**config.mk**
```make
export PLATFORM = sky130hd
export DESIGN_NAME = cif_mac
export DESIGN_NICKNAME = d
export VERILOG_FILES = /design/src/rtl/cif_pkg.sv /design/src/rtl/cif_mac.sv
export SDC_FILE = /design/constraint.sdc
export NUM_CORES = 2
export LEC_CHECK = 0
export BUFFER_PORTS_ARGS = -buffer_cell sky130_fd_sc_hd__buf_2
export CAP_MARGIN = 15
export CORE_MARGIN = 3
export CORE_UTILIZATION = 56
export DETAILED_ROUTE_END_ITERATION = 16
export PLACE_DENSITY = 0.85
export SLEW_MARGIN = 20
export SYNTH_ARGS = -nofsm -noshare
export SYNTH_HDL_FRONTEND = slang
export SYNTH_SLANG_ARGS = --single-unit
```
**constraint.sdc**
```tcl
create_clock -name clk -period 16.5 [get_ports clk]
set_input_delay 0 -clock clk [delete_from_list [all_inputs] [get_ports clk]]
set_output_delay 0 -clock clk [all_outputs]
set_load 0.02 [all_outputs]
```
**src/rtl/cif_pkg.sv**
```systemverilog
package cif_pkg;

  localparam int DEF_SECTIONS = 8;
  localparam int DEF_TAPS     = 8;

  localparam int SAMPLE_W  = 24;
  localparam int COEF_W    = 24;
  localparam int OPA_W     = 25;
  localparam int PROD_W    = 49;
  localparam int ACC_W     = 64;
  localparam int MID_W     = 40;
  localparam int FRAC_SH   = 20;
  localparam int CNT_REG_W = 4;

  localparam int IN_TDATA_W  = 56;
  localparam int IN_TUSER_W  = 3;
  localparam int OUT_TDATA_W = 24;
  localparam int OUT_TUSER_W = 1;
  localparam int CFG_INDEX_W = 2;

  localparam logic FUNC_FILTER = 1'b0;
  localparam logic FUNC_COEF   = 1'b1;

  localparam logic [1:0] KIND_FF    = 2'd0;
  localparam logic [1:0] KIND_FB    = 2'd1;
  localparam logic [1:0] KIND_RECIP = 2'd2;

  localparam logic [CFG_INDEX_W-1:0] REG_NUM_SECTIONS = 2'd0;
  localparam logic [CFG_INDEX_W-1:0] REG_FF_TAPS      = 2'd1;
  localparam logic [CFG_INDEX_W-1:0] REG_FB_TAPS      = 2'd2;

  typedef enum logic [3:0] {
    ST_CLEAR,
    ST_IDLE,
    ST_LOAD,
    ST_FF,
    ST_FB,
    ST_DRAIN,
    ST_ROUND1,
    ST_SCALE_LO,
    ST_SCALE_HI,
    ST_DRAIN2,
    ST_ROUND2,
    ST_FINISH
  } state_t;

  typedef enum logic [1:0] {
    SEL_FF,
    SEL_FB,
    SEL_LO,
    SEL_HI
  } sel_t;

  typedef struct packed {
    logic valid;
    logic clear;
    logic neg;
    logic shl;
  } mac_op_t;

  typedef struct packed {
    mac_op_t op;
    sel_t    sel;
  } tag_t;

  typedef struct packed {
    logic [CNT_REG_W-1:0] num_sections;
    logic [CNT_REG_W-1:0] ff_taps;
    logic [CNT_REG_W-1:0] fb_taps;
  } cfg_t;

  typedef struct packed {
    logic signed [MID_W-1:0]    mid;
    logic                       mid_sat;
    logic signed [SAMPLE_W-1:0] y;
    logic                       y_sat;
  } rnd_t;

endpackage

```
**src/rtl/cif_mac.sv**
```systemverilog
module cif_mac (
  input  logic                                clk,
  input  logic                                rst,
  input  cif_pkg::mac_op_t                    op,
  input  logic signed [cif_pkg::OPA_W-1:0]    opa,
  input  logic signed [cif_pkg::COEF_W-1:0]   opb,
  output cif_pkg::rnd_t                       rnd
);
  import cif_pkg::*;

  localparam logic signed [ACC_W-1:0] BIAS = ACC_W'(64'sd524288);
  localparam int RND_W = ACC_W - FRAC_SH;
  localparam logic signed [RND_W-1:0] MID_HI = RND_W'(44'sd549755813887);
  localparam logic signed [RND_W-1:0] MID_LO = RND_W'(-44'sd549755813888);
  localparam logic signed [RND_W-1:0] Y_HI   = RND_W'(44'sd8388607);
  localparam logic signed [RND_W-1:0] Y_LO   = RND_W'(-44'sd8388608);

  mac_op_t                   op_q;
  logic signed [PROD_W-1:0]  prod;
  logic signed [ACC_W-1:0]   acc;
  logic signed [ACC_W-1:0]   term;
  logic signed [ACC_W-1:0]   rsum;
  logic signed [RND_W-1:0]   rval;

  always_ff @(posedge clk) begin
    if (rst) begin
      op_q <= '0;
    end else begin
      op_q <= op;
    end
  end

  always_ff @(posedge clk) begin
    prod <= opa * opb;
    if (op_q.valid) begin
      acc <= (op_q.clear ? '0 : acc) + term;
    end
  end

  always_comb begin
    term = ACC_W'(prod);
    if (op_q.shl) begin
      term = term <<< FRAC_SH;
    end
    if (op_q.neg) begin
      term = -term;
    end
  end

  // round half up, floor shift back to Q.23
  assign rsum = acc + BIAS;
  assign rval = $signed(rsum[ACC_W-1:FRAC_SH]);

  always_comb begin
    rnd.mid_sat = 1'b0;
    rnd.y_sat   = 1'b0;
    if (rval > MID_HI) begin
      rnd.mid     = MID_HI[MID_W-1:0];
      rnd.mid_sat = 1'b1;
    end else if (rval < MID_LO) begin
      rnd.mid     = MID_LO[MID_W-1:0];
      rnd.mid_sat = 1'b1;
    end else begin
      rnd.mid = rval[MID_W-1:0];
    end
    if (rval > Y_HI) begin
      rnd.y     = Y_HI[SAMPLE_W-1:0];
      rnd.y_sat = 1'b1;
    end else if (rval < Y_LO) begin
      rnd.y     = Y_LO[SAMPLE_W-1:0];
      rnd.y_sat = 1'b1;
    end else begin
      rnd.y = rval[SAMPLE_W-1:0];
    end
  end

endmodule

```
==> metrics.yaml <==
status: "completed"
fin_crit_sh_pct: 45.5
worst_slew_pin_slew_ns: 0.994
initial_core_util_pct: 57.0
rsz0062_at_grt: "false"
yosys.cell_types.count: 86
drive_gt1_share_pct: 5.51
max_cap_viol_count: 0
regArea_um2: 2990
avgSynthCellArea_um2: 8.75
clk_latency_ns: 0.43
cp.arrival_ns: 7.82
placed_cells: 4483
placed_area_um2: 33900
worstSetupStartpointType: "input pin"
post_cts_buffers: 0
layout_common_cells: "670 x inv_1, 630 x fa_1, 416 x nand2_1"
grt_max_degree: 99
place.port_buffers: 120
whs_path_depth: 2
wl_met2_um: 39100
clkSlewWorstSetupHoldPaths_ns: 0.06
slew_violations: 0
fp.dieH_um: 249
yosysSeqAreaShare_pct: 9.02
yosysWarnings: 0
multi_input_area_um2: 26800
holdPathEnd: "prod[0]"
wl_um: 83400
setup_viol: 0
netlist_area_um2: 33100
post-dp-hpwl_um: 66700
antenna_left: 0
grt_pass1_vias: 27100
hp-start: "opb[0]"
overflow: 0
synth_edf_count: 64
wl_per_cell_um: 18.4
rows: 88
synthesis.instances: 3778
fmax_mhz: 133
synth_ff_type: "edfxtp_1"
critPathCaptureType: "register"
finalHoldViolCount: 0
setup-tns-final_ns: 0
ios: 121
post-route-drc-count: 0
hold_class: "in -> reg"
htree_levels: 4
clock-root-buffer: "clkbuf_16"
via_per_inst: 5.81
cts_sinks: 117
via_count: 26300
clock-skew-final_ns: 0.0100
final_common_cell: "inv_1"
critPathRequiredTime_ns: 16.81
finalInstanceArea_um2: 34600
die_w_um: 249
final_nets: 4628
cts_resized: 0
async_flop_share_pct: 0
first_pass_iters: 6
drt-initial-drc-count: 2187
maxSlewHeadroom_pct: 33.7
crit_type: "in -> reg"
synthToLayoutAreaGrowth_pct: 4.65
worstPathMaxFanout: 25
reg2reg_from: "op_q[0]"
grt_pass1_wl_um: 139000
ys_seq_elements: 117
gp_congestion: 0.971
dieArea_um2: 62000
core_um2: 58000
holdWs_ns: 0.106
grt_usage_pct: 27.4
met1_length_um: 33600
reg2reg_slack_ns: 9.84
top_layer_used: "met4"
cts-buffers-inserted: 17
cts_tree: "built"
rr_endpoint: "acc[62]"
final.fill_count: 4758
reg2reg_depth: 21
fin_cells: 4521
fin_crit_ns: 7.51
ctsHoldBuffers: 5
route.met3.wl_um: 8480
clockBufferDepth: 2
syn_nets: 4664
antenna_found_initial: 1
flip-flops by register name (all words and copies together), names as in the netlist:
| name | cells |
|---|---|
| prod | 49 |
| acc | 64 |
| op_q | 4 |
kinds of logic (layout without fill, tap and decap cells):
family	after synthesis	after routing	share of synthesized area, %
and+or+nand+nor	1173	1173	18.4
other	0	1	0
adders and majority gates	831	831	45.8
muxes	29	29	0.901
xor gates and xnor gates	207	207	5.48
buffers and inverters	858	835	9.86
DFF	117	117	9.02
AOI/OAI and AO/OA	563	563	10.6
worst max-delay path by stage:
stage | start | endpoint | slack, ns
floorplan | opa[24] | prod[47] | 9.57
global placement | opb[3] | prod[47] | 8.79
detailed placement | opb[3] | prod[47] | 8.63
CTS | opb[3] | prod[47] | 9.05
global route | opb[3] | prod[47] | 8.44
finish | opb[3] | prod[47] | 8.99
cell usage after synthesis (9+ instances only):
library cell / instances / area, µm²
nand3_1: 34 / 170
a211oi_1: 13 / 97.6
xor2_1: 81 / 709
a21o_1: 74 / 556
and2_1: 290 / 1810
a21oi_1: 156 / 781
inv_1: 670 / 2510
nor2_1: 128 / 480
nand2_1: 416 / 1560
nor3b_1: 11 / 82.6
buf_1: 9 / 33.8
ha_1: 201 / 2510
mux2i_1: 25 / 250
or2_2: 10 / 62.6
nand2b_1: 30 / 188
o21ai_0: 161 / 806
o21a_1: 17 / 128
a31oi_1: 22 / 138
fa_1: 630 / 12600
edfxtp_1: 64 / 1920
clkbuf_1: 165 / 619
dfxtp_1: 53 / 1060
nor3_1: 43 / 215
xnor2_1: 126 / 1100
or3_1: 12 / 75.1
o21bai_1: 27 / 203
and3_1: 21 / 131
nor4_1: 10 / 62.6
nand4_1: 34 / 213
nor2b_1: 94 / 588
o31ai_1: 17 / 128
routing by layer:
| metal | global-route usage (%) | vias up |
|---|---|---|
| li1 | - | 11800 |
| met1 | 36.3 | 13000 |
| met2 | 45.1 | 1317 |
| met3 | 6.33 | 205 |
| met4 | 7.95 | 0 |
| met5 | 0 | - |
per-stage QoR:
| stage | utilization [%] | setup slack (ns) |
|---|---|---|
| 2_1_floorplan | - | 9.57 |
| 3_3_place_gp | 58.5 | 8.79 |
| 3_5_place_dp | 58.5 | 8.63 |
| 4_1_cts | 59.6 | 9.05 |
| 5_1_grt | 59.6 | 8.44 |
| 6_report | 59.6 | 8.99 |
area by class of cell:
class / instances / share of cell area (%)
clock buffer: 19 / 1.28
tap: 765 / 2.77
timing repair buffer: 132 / 2.03
sequential: 117 / 8.64
inverter: 671 / 7.28
multi-input combinational: 2803 / 77.5
clock inverter: 13 / 0.456
antenna: 1 / 0.00723
critical path, cell delays in order:
cell	delay [ns]
buf_2	0.46
nand2_1	0.19
inv_1	0.14
fa_1	0.49
fa_1	0.92
inv_1	0.22
fa_1	0.58
inv_1	0.06
fa_1	0.53
fa_1	0.44
fa_1	0.55
inv_1	0.06
fa_1	0.52
inv_1	0.04
ha_1	0.34
a21o_1	0.19
nor3_1	0.23
nand3_1	0.11
o21ai_0	0.27
o21ai_0	0.28
a221oi_1	0.59
and3b_1	0.24
a311o_1	0.31
Power is not shown: default switching activity piles up to over one toggle a cycle in this logic, so the estimate is an artifact.
